===== src/sv/ltip_pkg.sv =====
`timescale 1ns / 1ps
// ----------------------------------------------------------------------------
// ltip_pkg: shared types and constants
// Request and response layouts, lane control, codes and sequencer states for
// the look-ahead target interpolator.
// ----------------------------------------------------------------------------
package ltip_pkg;

  localparam int JOINT_COUNT = 7;
  localparam int POS_W       = 32;
  localparam int STAMP_W     = 48;
  localparam int TIME_W      = 24;
  localparam int ALPHA_W     = 17;
  localparam int RATIO_W     = 17;
  localparam int DIV_STEPS   = 17;
  localparam int PLAY_W      = 50;

  localparam logic [TIME_W-1:0]  GAP_MIN     = 24'd1000;
  localparam logic [TIME_W:0]    SPAN_MARGIN = 25'd50000;
  localparam logic [ALPHA_W-1:0] ALPHA_MIN   = 17'd7;
  localparam logic [ALPHA_W-1:0] ALPHA_MAX   = 17'd65536;

  typedef enum logic [1:0] {
    OP_PUSH  = 2'd0,
    OP_TICK  = 2'd1,
    OP_START = 2'd2,
    OP_NONE  = 2'd3
  } opcode_t;

  typedef enum logic [1:0] {
    STAT_OK       = 2'd0,
    STAT_STALE    = 2'd1,
    STAT_BACKWARD = 2'd2,
    STAT_NO_STAMP = 2'd3
  } status_t;

  typedef enum logic [2:0] {
    REG_LOOKAHEAD_ENABLE = 3'd0,
    REG_LOOKAHEAD_DELAY  = 3'd1,
    REG_BUFFER_DURATION  = 3'd2,
    REG_FILTER_ALPHA     = 3'd3,
    REG_MAX_GAP          = 3'd4
  } cfg_reg_t;

  typedef enum logic [4:0] {
    S_IDLE,
    S_START,
    S_P_RD,
    S_P_CHK,
    S_P_TRIM_RD,
    S_P_TRIM_CHK,
    S_T_BEGIN,
    S_T_OLD,
    S_T_NEW,
    S_T_SCAN_RD,
    S_T_SCAN_CHK,
    S_T_DIV,
    S_T_RDA,
    S_T_RDB,
    S_T_DIRECT,
    S_T_HOLD,
    S_T_MUL1,
    S_T_RAW,
    S_T_MUL2,
    S_T_UPD,
    S_DONE
  } state_t;

  typedef struct packed {
    logic [1:0]               opcode;
    logic [STAMP_W-1:0]       sample_stamp;
    logic [STAMP_W-1:0]       now_time;
    logic signed [POS_W-1:0]  pos_0;
    logic signed [POS_W-1:0]  pos_1;
    logic signed [POS_W-1:0]  pos_2;
    logic signed [POS_W-1:0]  pos_3;
    logic signed [POS_W-1:0]  pos_4;
    logic signed [POS_W-1:0]  pos_5;
    logic signed [POS_W-1:0]  pos_6;
  } ltip_in_t;

  typedef struct packed {
    logic [1:0]               status;
    logic                     target_valid;
    logic signed [POS_W-1:0]  out_0;
    logic signed [POS_W-1:0]  out_1;
    logic signed [POS_W-1:0]  out_2;
    logic signed [POS_W-1:0]  out_3;
    logic signed [POS_W-1:0]  out_4;
    logic signed [POS_W-1:0]  out_5;
    logic signed [POS_W-1:0]  out_6;
  } ltip_out_t;

  typedef logic [JOINT_COUNT-1:0][POS_W-1:0] pos_row_t;

  typedef struct packed {
    logic mul1_en;
    logic raw_en;
    logic mul2_en;
    logic upd_en;
    logic load_raw;
    logic load_start;
  } lane_ctl_t;

endpackage


===== src/sv/ltip_lane.sv =====
`timescale 1ns / 1ps
// ----------------------------------------------------------------------------
// ltip_lane: one joint of interpolation and filtering
// Blends two samples by a Q1.16 ratio, then runs the exponential filter that
// holds this joint's target.
// ----------------------------------------------------------------------------
module ltip_lane (
  input  logic                             clk,
  input  logic                             rst_n,
  input  ltip_pkg::lane_ctl_t              ctl,
  input  logic signed [ltip_pkg::POS_W-1:0] pos_a,
  input  logic signed [ltip_pkg::POS_W-1:0] pos_b,
  input  logic [ltip_pkg::RATIO_W-1:0]     ratio,
  input  logic [ltip_pkg::ALPHA_W-1:0]     alpha,
  input  logic signed [ltip_pkg::POS_W-1:0] start_pos,
  output logic signed [ltip_pkg::POS_W-1:0] filt
);

  logic signed [32:0] diff1;
  logic signed [50:0] prod1_r;
  logic signed [31:0] a_r;
  logic signed [31:0] raw_r;
  logic signed [32:0] diff2;
  logic signed [50:0] prod2_r;
  logic signed [51:0] rnd;
  logic signed [31:0] filt_r;

  assign diff1 = 33'(pos_b) - 33'(pos_a);
  assign diff2 = 33'(raw_r) - 33'(filt_r);
  assign rnd   = 52'(prod2_r) + 52'sd32768;
  assign filt  = filt_r;

  always_ff @(posedge clk) begin
    if (ctl.mul1_en) begin
      prod1_r <= 51'(diff1 * $signed({1'b0, ratio}));
      a_r     <= pos_a;
    end
    if (ctl.raw_en) begin
      raw_r <= a_r + prod1_r[47:16];
    end
    if (ctl.mul2_en) begin
      prod2_r <= 51'(diff2 * $signed({1'b0, alpha}));
    end
  end

  always_ff @(posedge clk) begin
    if (!rst_n) begin
      filt_r <= '0;
    end else if (ctl.load_start) begin
      filt_r <= start_pos;
    end else if (ctl.load_raw) begin
      filt_r <= raw_r;
    end else if (ctl.upd_en) begin
      filt_r <= filt_r + rnd[47:16];
    end
  end

endmodule


===== config.mk =====
export PLATFORM = sky130hd
export DESIGN_NAME = ltip_lane
export DESIGN_NICKNAME = d
export VERILOG_FILES = /design/src/sv/ltip_pkg.sv /design/src/sv/ltip_lane.sv
export SDC_FILE = /design/constraint.sdc
export NUM_CORES = 2
export LEC_CHECK = 0
export BUFFER_PORTS_ARGS = -buffer_cell sky130_fd_sc_hd__buf_2
export CAP_MARGIN = 20
export CORE_UTILIZATION = 64
export CTS_BUF_LIST = sky130_fd_sc_hd__clkbuf_2
export DETAILED_ROUTE_END_ITERATION = 8
export PLACE_DENSITY = 0.89
export SLEW_MARGIN = 40
export SYNTH_ARGS = -nofsm -noshare
export SYNTH_HDL_FRONTEND = slang
export SYNTH_SLANG_ARGS = --single-unit

===== constraint.sdc =====
create_clock -name clk -period 20.2 [get_ports clk]
set_input_delay 1.01 -clock clk [delete_from_list [all_inputs] [get_ports clk]]
set_output_delay 1.01 -clock clk [all_outputs]
set_load 0.02 [all_outputs]

==> impl_metrics.toml <==
[detailed_routing]
wl_um = 134000
vias = 38800
drcViolationCount = 0
first_iter_violations = 3364
routed_via_density = 5.91
wl_per_cell_um = 20.4
detail-route-antenna-nets = 0
drtPass1Iterations = 6

[setup_path]
required_ns = 20.90
cpMostUsedCell = "fa_1"
r2r-end = "prod2_r[42]"
end_kind = "flip-flop"
path_class = "flip-flop to flip-flop"
reg2reg_from = "filt[1]"
ff2ff_setup_slack_ns = 10.12
slowest_stage = "a21oi_4"
critPathLaunch = "filt[1]"
r2r_cells = 31
critPathMaxFanout = 17
max_stage_delay_ns = 0.66
critical_path_arrival_ns = 10.78
crit_path_start_kind = "flip-flop"

[synth]
synth_enable_flop_cells = 129
synth_flop_cell = "edfxtp_1"
ys_types = 83
syn_area_per_cell_um2 = 9.03
yosysSeqAreaShare = 0.0913
synth_cells = 5472
async_flop_share = 0
synth_nets = 6989
yosys_warnings = 0
synthesis.area_mm2 = 0.0494
yosys_register_bits = 161

[finish]
drive_gt1_frac = 0.0570
final_cell_mix = "1330 x inv_1, 1032 x fa_1, 618 x nand2_1"
syn2layout_area_growth_pct = 4.64
nets = 7026
final_common_cell = "inv_1"
fillCellCount = 5589

[sta]
setup_viol = 0
relSlewSlack = 0.375
holdWs_ns = 0.203
setup_tns_ns = 0
tightest_slew_ns = 0.937
finalClockSkew_ns = 0.110
maxClockFrequency_mhz = 99.2
period_share = 0.499
min_period_ns = 10.08
drv_slew = 0
rsz0062_at_grt = "no"
hold_violations = 0
setup_ws_ns = 10.12

[clocking]
cts_buffers = 17
h-tree-depth = 4
cts_num_sinks = 161
root_buffer = "clkbuf_2"
cts_tree = "yes"
cts_buffer_depth = 2
clkTransAtPathRegs_ns = 0.37
cts_hold_buf = 0
post_cts_buffers = 0
cts_resized = 0
clock_latency_ns = 0.95

[die]
initial_core_util = 0.649
coreArea_mm2 = 0.0762
die_y_um = 280
fp-row-count = 101
die_area_mm2 = 0.0783
io_pins = 170
die-width_um = 280

[worst_hold_path]
hold_class = "input pin to flip-flop"
min_from = "pos_a[6]"
hold_end = "a_r[6]"
hold_depth = 1

[placed_design]
place_ws_ns = 9.64
io_buffers = 169
finalWeightedCongestion = 0.994
dpl.hpwl_um = 106000

[run]
cap_violations = 0

[global_route]
grt_start_max_net_pins = 65
grtUsageTotal = 0.357
grt_pass1_vias = 42600
overflow = 0
grt_pass1_wl_um = 217000
antenna_found_initial = 3

[run_status]
status = "finished, final reports clean"
## per-stage QoR
stage          instance area [um2]   util  std cells
5_1_grt                      51700  0.679       6555
2_1_floorplan                49400      -       5472
6_report                     51700  0.679       6557
3_5_place_dp                 51400  0.675       6520
4_1_cts                      51700  0.678       6552
3_3_place_gp                 51300  0.673       6520
## state kept, by name, indices dropped and copies added, names as in the netlist
register / cells
prod2_r: 33
filt: 32
a_r: 32
raw_r: 32
prod1_r: 32
## cell usage after synthesis, types with 23 or more instances
master | number | area share
inv_1 | 1330 | 0.10
fa_1 | 1032 | 0.42
nand2_1 | 618 | 0.047
and2_1 | 574 | 0.073
ha_1 | 347 | 0.088
clkbuf_1 | 182 | 0.014
a21oi_1 | 175 | 0.018
xnor2_1 | 162 | 0.029
edfxtp_1 | 129 | 0.078
nor2_1 | 114 | 0.0087
a21o_1 | 99 | 0.015
o21ai_0 | 83 | 0.0084
xor2_1 | 59 | 0.010
nor2b_1 | 58 | 0.0073
nand3_1 | 45 | 0.0046
nand2b_1 | 42 | 0.0053
o21a_1 | 35 | 0.0053
dfxtp_1 | 32 | 0.013
and3_1 | 25 | 0.0032
mux2i_1 | 25 | 0.0051
nor3_1 | 25 | 0.0025
nand4_1 | 23 | 0.0029
## critical path: cells and delay by family (launching register included)
kind,cells,cell delay (ns)
compound gates,12,3.42
xor+xnor,1,0.28
fa+ha+maj,8,3.67
buf+inv,4,0.25
flops,1,0.57
mux,1,0.43
simple gates,5,1.21
## layout make-up
class                      count  area (um2)  area share
antenna                        5        12.5    0.000242
clock buffer                  18        90.1     0.00174
clock inverter                14         149     0.00288
inverter                    1331        5000      0.0966
multi-input combinational   3778       39400       0.762
sequential                   161        4510      0.0873
tap                         1030        1290      0.0249
timing repair buffer         220        1240      0.0240
## layer usage
layer	part of all wire	track usage
met1	0.34	0.416
met2	0.48	0.599
met3	0.11	0.0931
met4	0.064	0.202
met5	0	0
## logic make-up after synthesis
group | synth area share
adder cells (fa/ha/maj) | 0.506
XOR/XNOR | 0.0407
multiplexers | 0.00825
AND/OR/NAND/NOR | 0.161
buffers and inverters | 0.117
AO/OA/AOI/OAI | 0.0761
flip-flops | 0.0913
## worst max-delay path by stage
stage / end / slack (ns) / cells after the start
4_1_cts: prod2_r[47] / 10.36 / 30
2_1_floorplan: prod1_r[47] / 10.87 / 37
3_3_place_gp: prod1_r[47] / 9.92 / 37
5_1_grt: prod2_r[47] / 9.56 / 30
6_report: prod2_r[42] / 10.12 / 31
3_5_place_dp: prod1_r[47] / 9.64 / 36
Power is not shown: default switching activity piles up to over one toggle a cycle in this logic, so the estimate is an artifact.
