**src/sv/ltip_pkg.sv**
```systemverilog
`timescale 1ns / 1ps
// ----------------------------------------------------------------------------
// ltip_pkg: shared types and constants
// Request and response layouts, lane control, codes and sequencer states for
// the look-ahead target interpolator.
// ----------------------------------------------------------------------------
package ltip_pkg;

  localparam int JOINT_COUNT = 7;
  localparam int POS_W       = 32;
  localparam int STAMP_W     = 48;
  localparam int TIME_W      = 24;
  localparam int ALPHA_W     = 17;
  localparam int RATIO_W     = 17;
  localparam int DIV_STEPS   = 17;
  localparam int PLAY_W      = 50;

  localparam logic [TIME_W-1:0]  GAP_MIN     = 24'd1000;
  localparam logic [TIME_W:0]    SPAN_MARGIN = 25'd50000;
  localparam logic [ALPHA_W-1:0] ALPHA_MIN   = 17'd7;
  localparam logic [ALPHA_W-1:0] ALPHA_MAX   = 17'd65536;

  typedef enum logic [1:0] {
    OP_PUSH  = 2'd0,
    OP_TICK  = 2'd1,
    OP_START = 2'd2,
    OP_NONE  = 2'd3
  } opcode_t;

  typedef enum logic [1:0] {
    STAT_OK       = 2'd0,
    STAT_STALE    = 2'd1,
    STAT_BACKWARD = 2'd2,
    STAT_NO_STAMP = 2'd3
  } status_t;

  typedef enum logic [2:0] {
    REG_LOOKAHEAD_ENABLE = 3'd0,
    REG_LOOKAHEAD_DELAY  = 3'd1,
    REG_BUFFER_DURATION  = 3'd2,
    REG_FILTER_ALPHA     = 3'd3,
    REG_MAX_GAP          = 3'd4
  } cfg_reg_t;

  typedef enum logic [4:0] {
    S_IDLE,
    S_START,
    S_P_RD,
    S_P_CHK,
    S_P_TRIM_RD,
    S_P_TRIM_CHK,
    S_T_BEGIN,
    S_T_OLD,
    S_T_NEW,
    S_T_SCAN_RD,
    S_T_SCAN_CHK,
    S_T_DIV,
    S_T_RDA,
    S_T_RDB,
    S_T_DIRECT,
    S_T_HOLD,
    S_T_MUL1,
    S_T_RAW,
    S_T_MUL2,
    S_T_UPD,
    S_DONE
  } state_t;

  typedef struct packed {
    logic [1:0]               opcode;
    logic [STAMP_W-1:0]       sample_stamp;
    logic [STAMP_W-1:0]       now_time;
    logic signed [POS_W-1:0]  pos_0;
    logic signed [POS_W-1:0]  pos_1;
    logic signed [POS_W-1:0]  pos_2;
    logic signed [POS_W-1:0]  pos_3;
    logic signed [POS_W-1:0]  pos_4;
    logic signed [POS_W-1:0]  pos_5;
    logic signed [POS_W-1:0]  pos_6;
  } ltip_in_t;

  typedef struct packed {
    logic [1:0]               status;
    logic                     target_valid;
    logic signed [POS_W-1:0]  out_0;
    logic signed [POS_W-1:0]  out_1;
    logic signed [POS_W-1:0]  out_2;
    logic signed [POS_W-1:0]  out_3;
    logic signed [POS_W-1:0]  out_4;
    logic signed [POS_W-1:0]  out_5;
    logic signed [POS_W-1:0]  out_6;
  } ltip_out_t;

  typedef logic [JOINT_COUNT-1:0][POS_W-1:0] pos_row_t;

  typedef struct packed {
    logic mul1_en;
    logic raw_en;
    logic mul2_en;
    logic upd_en;
    logic load_raw;
    logic load_start;
  } lane_ctl_t;

endpackage

```
**src/sv/ltip_divider.sv**
```systemverilog
`timescale 1ns / 1ps
// ----------------------------------------------------------------------------
// ltip_divider: serial ratio divider
// Restoring division giving floor(num * 65536 / den), one quotient bit per
// cycle, for num no larger than den.
// ----------------------------------------------------------------------------
module ltip_divider (
  input  logic                           clk,
  input  logic                           rst_n,
  input  logic                           go,
  input  logic [ltip_pkg::TIME_W-1:0]    num,
  input  logic [ltip_pkg::TIME_W-1:0]    den,
  output logic                           done,
  output logic [ltip_pkg::RATIO_W-1:0]   quot
);

  logic [24:0] rem_r, rem_nxt, trial;
  logic [23:0] den_r;
  logic [16:0] q_r;
  logic [4:0]  cnt_r;
  logic        run_r, done_r, ge;

  // first step takes the integer bit, the rest shift in fraction bits
  always_comb begin
    trial   = (cnt_r == 5'(ltip_pkg::DIV_STEPS)) ? rem_r : {rem_r[23:0], 1'b0};
    ge      = trial >= {1'b0, den_r};
    rem_nxt = ge ? trial - {1'b0, den_r} : trial;
  end

  always_ff @(posedge clk) begin
    if (go) begin
      rem_r <= {1'b0, num};
      den_r <= den;
    end else if (run_r) begin
      rem_r <= rem_nxt;
      q_r   <= {q_r[15:0], ge};
    end
  end

  always_ff @(posedge clk) begin
    if (!rst_n) begin
      run_r  <= 1'b0;
      done_r <= 1'b0;
      cnt_r  <= '0;
    end else if (go) begin
      run_r  <= 1'b1;
      done_r <= 1'b0;
      cnt_r  <= 5'(ltip_pkg::DIV_STEPS);
    end else if (run_r) begin
      cnt_r <= cnt_r - 5'd1;
      if (cnt_r == 5'd1) begin
        run_r  <= 1'b0;
        done_r <= 1'b1;
      end
    end else begin
      done_r <= 1'b0;
    end
  end

  assign done = done_r;
  assign quot = q_r;

endmodule

```
**config.mk**
```make
export PLATFORM = sky130hd
export DESIGN_NAME = ltip_divider
export DESIGN_NICKNAME = d
export VERILOG_FILES = /design/src/sv/ltip_pkg.sv /design/src/sv/ltip_divider.sv
export SDC_FILE = /design/constraint.sdc
export NUM_CORES = 1
export LEC_CHECK = 0
export ABC_AREA = 1
export BUFFER_PORTS_ARGS = -buffer_cell sky130_fd_sc_hd__buf_2
export CAP_MARGIN = 20
export CORE_MARGIN = 5
export CORE_UTILIZATION = 35
export CTS_BUF_LIST = sky130_fd_sc_hd__clkbuf_8
export DETAILED_ROUTE_END_ITERATION = 10
export PLACE_DENSITY = 0.56
export SLEW_MARGIN = 20
export SYNTH_ARGS = -nofsm -noshare
export SYNTH_HDL_FRONTEND = slang
export SYNTH_SLANG_ARGS = --single-unit
export TNS_END_PERCENT = 5
```
**constraint.sdc**
```tcl
create_clock -name clk -period 2.8 [get_ports clk]
set_input_delay 0 -clock clk [delete_from_list [all_inputs] [get_ports clk]]
set_output_delay 0 -clock clk [all_outputs]
set_load 0.05 [all_outputs]
```
==> metrics.cfg, run 1 <==
[setup_path]
path_buf_inv=4
cp-end-kind=flop
reg2regPathDepth=16
crit_slowest_cell=dfxtp_2
cp_max_fo=25
cp-start-kind=flop
critical_path_class=flop to flop
rrSetupSlack_ns=-0.02
worstPathArrival_ns=2.94
crit_chain=inv_2, ha_4, nand3_4, buf_12, o21ai_1, ha_1, buf_4, nand2_1, nand3_2, nor2_4, nand2_2, nand2_8, buf_8, nand3_1, nand3_1, nand2_1
max_stage_delay_ns=0.34
crit_required_ns=2.92
critPathTopFamily=simple AND/OR/NAND/NOR gates
r2r_end=rem_r[1]
rr_startpoint=cnt_r[1]

[power]
leakage_nw=3.64
seqPwrFrac_pct=28.0
switching_share_pct=39.3
peakVddDrop_mv=0.342
clkPwrFrac_pct=18.7
p_total_mw=5.10
power_switching_mw=2.01
powerDensity_mw_per_mm2=697
power.combinational.fraction_pct=53.3
internal_power_mw=3.10

[clock_network]
cts.sinks=73
cts_root_buf=clkbuf_8
cts_tree=yes
insertion_delay_ns=0.38
cts_buffer_depth=2
numCtsBuffers=9
h-tree-depth=3
clkTransAtPathRegs_ns=0.09

[timing]
timing.slew.headroom_pct=57.1
finalSetupViolations=5
finalCritPeriodShare_pct=101
worstMarginPinSlew_ns=0.642
timing.final.ws_setup_ns=-0.0193
hold_violations=0
final_max_slew_viol_count=0
fin_crit_ns=2.82
finalSetupTns_ns=-0.0304
rsz0062_at_grt=yes
skew_ns=0.0141
fmax_ghz=0.355
timing.hold.ws_ns=0.284

[yosys]
synth_edf_count=65
ys_top_cells_by_area=edfxtp_1 38%, nand2_1 17%, inv_1 8.7%, ha_1 6.3%, nand3_1 4.9%
netlist.top_cell.by_area=edfxtp_1
synth_seq_cells=73
yosysMostFrequentCell=nand2_1
ys_top_cells_by_count=233 x nand2_1, 120 x inv_1, 65 x edfxtp_1
synth_cells=701
ys_async_sr_fraction_pct=0
synth_cell_types=40
synth_area_mm2=0.00520
syn_avg_cell_area_um2=7.42
seq_area_frac_synth_pct=40.6
netlist.area_leader.share_pct=37.5
yosysWarnings=0
synth_flop_cell=edfxtp_1
synth_fp_nets=779

[global_route]
antenna_found_initial=0
grt_use_total_pct=16.7
grt_pass1_vias=4868
grt_pass1_wl_mm=23.8
grt_max_degree=52
grt_overflow=0

[hold_path]
min_from=go
hold_class=primary input to flop
hold_end=rem_r[24]
holdPathStages=3

[placed_design]
place.gp.congestion=0.968
place_inst=1009
dpl_cell_area_mm2=0.00627
io_buffers=68
post-dp-hpwl_mm=10.5

[floorplan]
start_util_pct=35.8
die_h_um=132
die_w_um=132
num_rows=44
core_mm2=0.0145
die-area_mm2=0.0174
io_pins=69

[outcome]
status=finished with violations
violations=negative setup slack

[drt]
drt-wirelength-per-cell_um=13.3
ant_nets=0
drc=0
drt-vias-per-instance=4.64
drtIter0Drc=268
dr.pass1.iters=4
num_vias=5045
finalWirelength_mm=14.5

[flow_run]
cap_violations=0

[finish]
drive_gt1_share_pct=24.5
nFillCells=1489
fin_area_mm2=0.00732
syn_to_final_growth_pct=40.7
final_nets=976
antenna_cells=0
instances_no_fill=1087

## how the worst max path moves through the flow
stage               startpoint   endpoint  slack, ns  cells past startpoint
floorplan             cnt_r[0]  rem_r[10]     -0.002                     17
global placement      cnt_r[1]   rem_r[9]      -0.16                     17
detailed placement    cnt_r[1]  rem_r[14]      -0.11                     17
CTS                   cnt_r[1]  rem_r[23]     -0.003                     20
global route          cnt_r[1]  rem_r[12]      -0.18                     20
finish                cnt_r[1]   rem_r[1]      -0.02                     16
## layout by cell type, fill, tap and decap left out, drive strengths merged, types with 2 or more instances in the layout
master and n:
o21ai 23, clkinv 4, clkbuf 11, nand2 242, nor3 2, dfxtp 8, xnor2 8, nor4 2
bufinv 2, nand4 10, and2 2, nor2 62, edfxtp 65, buf 149, dlygate4sd3 49, inv 123
nand3b 22, o21bai 3, ha 26, nand3 53, a21oi 23, xor2 6
## final cells by class
class                   instances  area, um2  area share, %
multi-input cells             491       2680           36.6
inverters                     123        462           6.31
clock buffers                   9        124           1.69
well taps                     184        230           3.15
clock inverters                 7        103           1.40
repair buffers                200       1600           21.9
flip-flops and latches         73       2110           28.9
## layer usage
layer	track usage (%)	vias up	part of all wire (%)
li1	-	2633	-
met1	22.1	2288	47
met2	27.3	100	46
met3	3.66	24	4.1
met4	4.86	0	2.4
met5	0	-	0
## power by group through the flow
| stage | Sequential (mW) | Combinational, mW | Clock (mW) |
|---|---|---|---|
| 3_5_place_dp | 1.45 | 2.41 | 0 |
| 2_1_floorplan | 1.47 | 1.56 | 0 |
| 4_1_cts | 1.43 | 2.67 | 0.980 |
| 6_report | 1.43 | 2.72 | 0.953 |
| 5_1_grt | 1.45 | 3.02 | 1.02 |
| 3_3_place_gp | 1.45 | 2.41 | 0 |
## worst register-to-register path, delay by kind of cell (launching register included)
kind	cells	cell delay, ns
AO/OA/AOI/OAI	1	0.24
adder cells (fa/ha/maj)	2	0.45
buffers and inverters	4	0.55
flip-flops	1	0.34
AND/OR/NAND/NOR	9	0.98
## per-stage QoR
step	worst slack (ns)	util (%)
global route	-0.177	50.3
finish	-0.0193	50.3
global placement	-0.161	43.2
detailed placement	-0.113	43.2
floorplan	-0.00209	-
CTS	-0.00279	49.6
## state kept, by name, indices dropped and copies added (netlist names)
register / flops
rem_r: 25
run_r: 1
done: 1
quot: 17
den_r: 24
cnt_r: 5
## what timing repair did
item / CTS / global route
pin swaps: 14 / 13
endpoints found under the setup margin: 25 / 26
hold buffers: 49 / 0
buffers inserted: 5 / 3
gates resized for setup: 39 / 16
hold endpoints to repair: 55 / 0
gates cloned: 3 / 2
## cell families after synthesis
group | count (synthesis) | share of synthesized area, %
flops | 73 | 40.6
simple gates | 394 | 34.0
compound gates | 54 | 5.70
fa+ha+maj | 27 | 6.64
xor+xnor | 14 | 2.36
buf+inv | 139 | 10.7
Power figures use the tool's default switching activity.
==> inputs of run 2 (changes only) <==
--- a/config.mk
+++ b/config.mk
@@ -5,12 +5,10 @@
 export SDC_FILE = /design/constraint.sdc
 export NUM_CORES = 1
 export LEC_CHECK = 0
-export ABC_AREA = 1
 export BUFFER_PORTS_ARGS = -buffer_cell sky130_fd_sc_hd__buf_2
 export CAP_MARGIN = 20
 export CORE_MARGIN = 5
 export CORE_UTILIZATION = 35
-export CTS_BUF_LIST = sky130_fd_sc_hd__clkbuf_8
 export DETAILED_ROUTE_END_ITERATION = 10
 export PLACE_DENSITY = 0.56
 export SLEW_MARGIN = 20
==> metrics.cfg, run 2 <==
[yosys]
synth_flop_cell=edfxtp_1
yosysMostFrequentCell=edfxtp_1
synth_seq_cells=73
netlist.top_cell.by_area=edfxtp_1
synth_edf_count=65
synth_fp_nets=532
synth_cells=454
seq_area_frac_synth_pct=45.9
synth_cell_types=60
ys_top_cells_by_count=65 x edfxtp_1, 44 x nand2_1, 35 x inv_1
netlist.area_leader.share_pct=42.4
ys_async_sr_fraction_pct=0
syn_avg_cell_area_um2=10.1
ys_top_cells_by_area=edfxtp_1 42%, ha_1 7.1%, mux2_2 5.4%, nand2_1 3.6%, dfxtp_1 3.5%
synth_area_mm2=0.00460
yosysWarnings=0

[clock_network]
cts_root_buf=clkbuf_16
numCtsBuffers=9
clkTransAtPathRegs_ns=0.06
cts_buffer_depth=2
h-tree-depth=3
cts_tree=yes
cts.sinks=73
insertion_delay_ns=0.34

[power]
clkPwrFrac_pct=19.5
switching_share_pct=35.8
power.combinational.fraction_pct=56.2
leakage_nw=3.02
powerDensity_mw_per_mm2=865
peakVddDrop_mv=0.525
seqPwrFrac_pct=24.3
internal_power_mw=3.98
power_switching_mw=2.22

[finish]
top_register=rem_r
fin_area_mm2=0.00717
seqCellArea_mm2=0.00211
final_cell_mix=115 x buf_4, 68 x buf_2, 65 x edfxtp_1
antenna_cells=0
syn_to_final_growth_pct=55.9
nFillCells=1094
largest_reg_flops=25
drive_gt1_share_pct=42.8
final_nets=757
mostFrequentLayoutCell=buf_4
multiInputGateArea_mm2=0.00263

[drt]
dr.pass1.iters=6
drc=0
finalWirelength_mm=13.5
drtIter0Drc=226
num_vias=4341
drt-vias-per-instance=5.07
drt-wirelength-per-cell_um=15.7
ant_nets=0

[timing]
final_max_slew_viol_count=0
timing.final.ws_setup_ns=-0.687
finalCritPeriodShare_pct=125
rsz0062_at_grt=yes
hold_violations=0
fin_crit_ns=3.49
skew_ns=0.00741
fmax_ghz=0.287
finalSetupViolations=26
timing.slew.headroom_pct=56.0
worstMarginPinSlew_ns=0.660

[global_route]
grt_max_degree=54
grt_use_total_pct=17.3
grt_pass1_vias=4508
grt_pass1_wl_mm=22.0
grt_overflow=0
antenna_found_initial=0

[setup_path]
cp-start-kind=flop
crit_slowest_cell=o31a_2
crit_required_ns=2.88
worstPathArrival_ns=3.57
cp-end-kind=flop
rr_startpoint=cnt_r[1]
cp_max_fo=10
reg2regPathDepth=17
r2r_end=rem_r[10]
crit_chain=inv_2, ha_4, and3_4, buf_12, mux2i_4, inv_2, ha_4, nor2b_1, o31a_2, o21ai_2, a211oi_2, o21ai_2, a211oi_4, buf_6, nor2_4, inv_4, a221o_1
critical_path_class=flop to flop
rrSetupSlack_ns=-0.69
max_stage_delay_ns=0.35

[placed_design]
post-dp-hpwl_mm=9.48
place.gp.congestion=0.912
pre_cts_slack_ns=-0.874
io_buffers=68
dpl_cell_area_mm2=0.00606

[floorplan]
die_h_um=125
num_rows=41
io_pins=69
core_mm2=0.0128
start_util_pct=36.0
die-area_mm2=0.0155
die_w_um=125

[outcome]
violations=negative setup slack
status=finished with violations

[flow_run]
cap_violations=0

[hold_path]
min_from=num[22]
holdPathStages=3
hold_end=rem_r[22]
hold_class=primary input to flop

==> run 2: worst max path at each step <==
stage | start | to | slack, ns | depth (start not counted)
global placement | cnt_r[1] | rem_r[15] | -0.93 | 17
CTS | cnt_r[1] | rem_r[16] | -0.69 | 18
global route | cnt_r[1] | rem_r[10] | -0.83 | 17
detailed placement | cnt_r[1] | rem_r[15] | -0.87 | 17
finish | cnt_r[1] | rem_r[10] | -0.69 | 17
floorplan | cnt_r[1] | rem_r[21] | -0.56 | 17
==> run 2: timing repair <==
action,4_1_cts,5_1_grt
resized for setup,48,22
buffers inserted,9,3
pin swaps,13,7
hold endpoints to repair,38,0
cloned,1,0
hold buffers,36,0
setup endpoints to repair,26,26
==> run 2: routing by layer <==
metal	vias to the layer above	share of wire [%]	GRT usage [%]	wire, um
li1	2135	-	-	-
met2	112	48	29.2	6440
met4	0	1.5	5.03	196
met5	-	0	0	0
met3	19	4.4	3.64	592
met1	2075	46	22.3	6230
==> run 2: critical path: cells and delay by family (launching register included) <==
family	cells	cell delay [ns]
compound gates	6	1.29
buf+inv	5	0.54
simple gates	3	0.48
flops	1	0.33
fa+ha+maj	2	0.33
mux	1	0.25
==> run 2: final cells by class <==
cell class	instances	area share, %
multi-input combinational	328	36.7
clock buffer	9	3.14
timing repair buffer	231	24.6
sequential	73	29.5
inverter	36	1.92
clock inverter	7	1.19
tap	172	3.00
==> run 2: per-stage QoR <==
step / utilization (%) / hold slack, ns / instances / setup TNS [ns] / total power [mW]
detailed placement: 47.4 / 0.178 / 791 / -19.02 / 4.54
CTS: 55.0 / 0.00989 / 853 / -15.86 / 6.04
finish: 56.1 / 0.0170 / 856 / -15.53 / 6.20
global route: 56.1 / 0.0287 / 856 / -19.09 / 6.60
global placement: 47.4 / 0.177 / 791 / -16.60 / 4.50
floorplan: - / 0.0989 / 454 / -12.42 / 3.26
==> run 2: cells by family after synthesis <==
logic type               share of synthesized area [%]
XOR/XNOR                                          3.62
adder cells (fa/ha/maj)                           7.51
flip-flops                                        45.9
AO/OA/AOI/OAI                                     18.6
multiplexers                                      5.82
buffers and inverters                             4.65
AND/OR/NAND/NOR                                   13.9
==> run 2: power groups by stage <==
stage          Combinational, mW  Sequential, mW  Clock (mW)
2_1_floorplan               1.74            1.52           0
3_3_place_gp                2.99            1.52           0
3_5_place_dp                3.02            1.52           0
4_1_cts                     3.30            1.50        1.24
5_1_grt                     3.80            1.52        1.29
6_report                    3.49            1.50        1.21
==> inputs of run 3 (changes only) <==
--- a/config.mk
+++ b/config.mk
@@ -7,10 +7,9 @@
 export LEC_CHECK = 0
 export BUFFER_PORTS_ARGS = -buffer_cell sky130_fd_sc_hd__buf_2
 export CAP_MARGIN = 20
-export CORE_MARGIN = 5
-export CORE_UTILIZATION = 35
+export CORE_UTILIZATION = 50
 export DETAILED_ROUTE_END_ITERATION = 10
-export PLACE_DENSITY = 0.56
+export PLACE_DENSITY = 0.75
 export SLEW_MARGIN = 20
 export SYNTH_ARGS = -nofsm -noshare
 export SYNTH_HDL_FRONTEND = slang
==> metrics.cfg, run 3 (synthesized netlist as in run 2, its figures left out) <==
[finish]
drive_gt1_share_pct=48.8
antenna_cells=0
largest_reg_flops=25
final_cell_mix=128 x buf_4, 68 x buf_2, 65 x edfxtp_1
nFillCells=436
top_register=rem_r
mostFrequentLayoutCell=buf_4
instances_no_fill=807
final_nets=772
syn_to_final_growth_pct=60.2
final_util_pct=83.7

[timing]
finalCritPeriodShare_pct=134
rsz0062_at_grt=yes
fin_crit_ns=3.74
fmax_ghz=0.267
hold_violations=1
timing.final.ws_setup_ns=-0.941
finalSetupTns_ns=-19.93
timing.slew.headroom_pct=47.4
timing.hold.ws_ns=-0.00608
skew_ns=0.0107
finalSetupViolations=26
worstMarginPinSlew_ns=0.789
final_max_slew_viol_count=0

[hold_path]
holdPathStages=3
hold_end=rem_r[5]
hold_class=primary input to flop
min_from=num[5]

[setup_path]
worstPathArrival_ns=3.93
rr_startpoint=cnt_r[1]
r2r_end=rem_r[23]
cp-start-kind=flop
rrSetupSlack_ns=-0.94
reg2regPathDepth=17
cp-end-kind=flop
cp_max_fo=7
crit_required_ns=2.99
critical_path_class=flop to flop

[placed_design]
post-dp-hpwl_mm=9.11
place_inst=730
place.gp.congestion=0.909
io_buffers=68

[drt]
dr.pass1.iters=10
drt-wirelength-per-cell_um=22.9
num_vias=5165
drt-vias-per-instance=6.40
drc=6
finalWirelength_mm=18.5
ant_nets=0
drtIter0Drc=435

[clock_network]
numCtsBuffers=9
insertion_delay_ns=0.36
h-tree-depth=3
cts_root_buf=clkbuf_8
cts_tree=yes
cts_buffer_depth=2
cts.sinks=73
clkTransAtPathRegs_ns=0.09

[power]
leakage_nw=3.12
p_total_mw=6.78
peakVddDrop_mv=0.462
powerDensity_mw_per_mm2=921

[outcome]
violations=design-rule violations, negative hold slack, negative setup slack
status=finished with violations

[floorplan]
start_util_pct=52.2
die_h_um=97.9
io_pins=69
die-area_mm2=0.00958
die_w_um=97.9
num_rows=34
core_mm2=0.00881

[global_route]
grt_pass1_vias=5137
grt_use_total_pct=34.6
grt_max_degree=40
antenna_found_initial=1
grt_pass1_wl_mm=25.6
grt_overflow=0

[flow_run]
cap_violations=0

[run 3: cell types whose count changed in the layout (fill, tap and decap cells not counted), sizes merged]
cell,previous run,this run
buf,195,210
clkbuf,9,11
clkinv,4,2
inv,36,38
bufinv,2,1
clkinvlp,1,0
[run 3: critical path, cell delays in order, from the launching register on]
cell and delay [ns]:
dfxtp_2 0.33, inv_2 0.07, ha_4 0.13, and3_4 0.23
buf_12 0.16, buf_4 0.12, buf_4 0.11, mux2_2 0.35
ha_1 0.32, buf_4 0.15, inv_1 0.06, o21ai_0 0.21
a21oi_1 0.14, nor2b_2 0.20, o31a_1 0.13, a31oi_1 0.43
o2111ai_2 0.25, o211ai_1 0.16
[run 3: timing repair]
| action | 4_1_cts | 5_1_grt |
|---|---|---|
| pin swaps | 32 | 16 |
| hold buffers | 36 | 0 |
| buffers inserted | 20 | 5 |
| cloned | 3 | 0 |
| endpoints found under the hold margin | 40 | 0 |
| setup endpoints to repair | 26 | 26 |
| gates resized for setup | 84 | 36 |
[run 3: layout make-up]
| class | instances | area (um2) | share of cell area, % |
|---|---|---|---|
| Tap cell | 108 | 135 | 1.83 |
| Clock buffer | 11 | 174 | 2.36 |
| Inverter | 36 | 140 | 1.90 |
| Multi-Input combinational cell | 328 | 2880 | 39.1 |
| Sequential cell | 73 | 2110 | 28.7 |
| Timing Repair Buffer | 246 | 1860 | 25.2 |
| Clock inverter | 5 | 65.1 | 0.883 |
[run 3: how the worst max path moves through the flow]
stage / start / endpoint / slack (ns)
floorplan: cnt_r[1] / rem_r[21] / -0.56
global placement: cnt_r[1] / rem_r[7] / -0.73
detailed placement: cnt_r[1] / rem_r[10] / -0.83
CTS: cnt_r[1] / rem_r[6] / -0.65
global route: cnt_r[1] / rem_r[23] / -1.05
finish: cnt_r[1] / rem_r[23] / -0.94
[run 3: metrics by stage]
| step | hold WS, ns | setup slack (ns) | instance area (um2) |
|---|---|---|---|
| finish | -0.00608 | -0.941 | 7370 |
| global route | 0.00559 | -1.05 | 7370 |
| CTS | 0.0103 | -0.648 | 7210 |
| detailed placement | 0.178 | -0.834 | 5970 |
| global placement | 0.176 | -0.734 | 5970 |
| floorplan | 0.0989 | -0.558 | 4690 |
[run 3: per-layer routing]
layer / track usage (%) / up-vias / wire length, um
met1: 38.7 / 2410 / 6390
li1: - / 2165 / -
met3: 7.59 / 177 / 1770
met5: 0 / - / 8
met4: 20.4 / 2 / 1650
met2: 60.6 / 411 / 8660
[run 3: power by group]
part           total (mW)  internal, mW  switching (mW)
combinational        4.27          2.04            2.23
clock               0.990         0.530           0.460
sequential           1.52          1.41           0.107
total                6.78          3.99            2.80
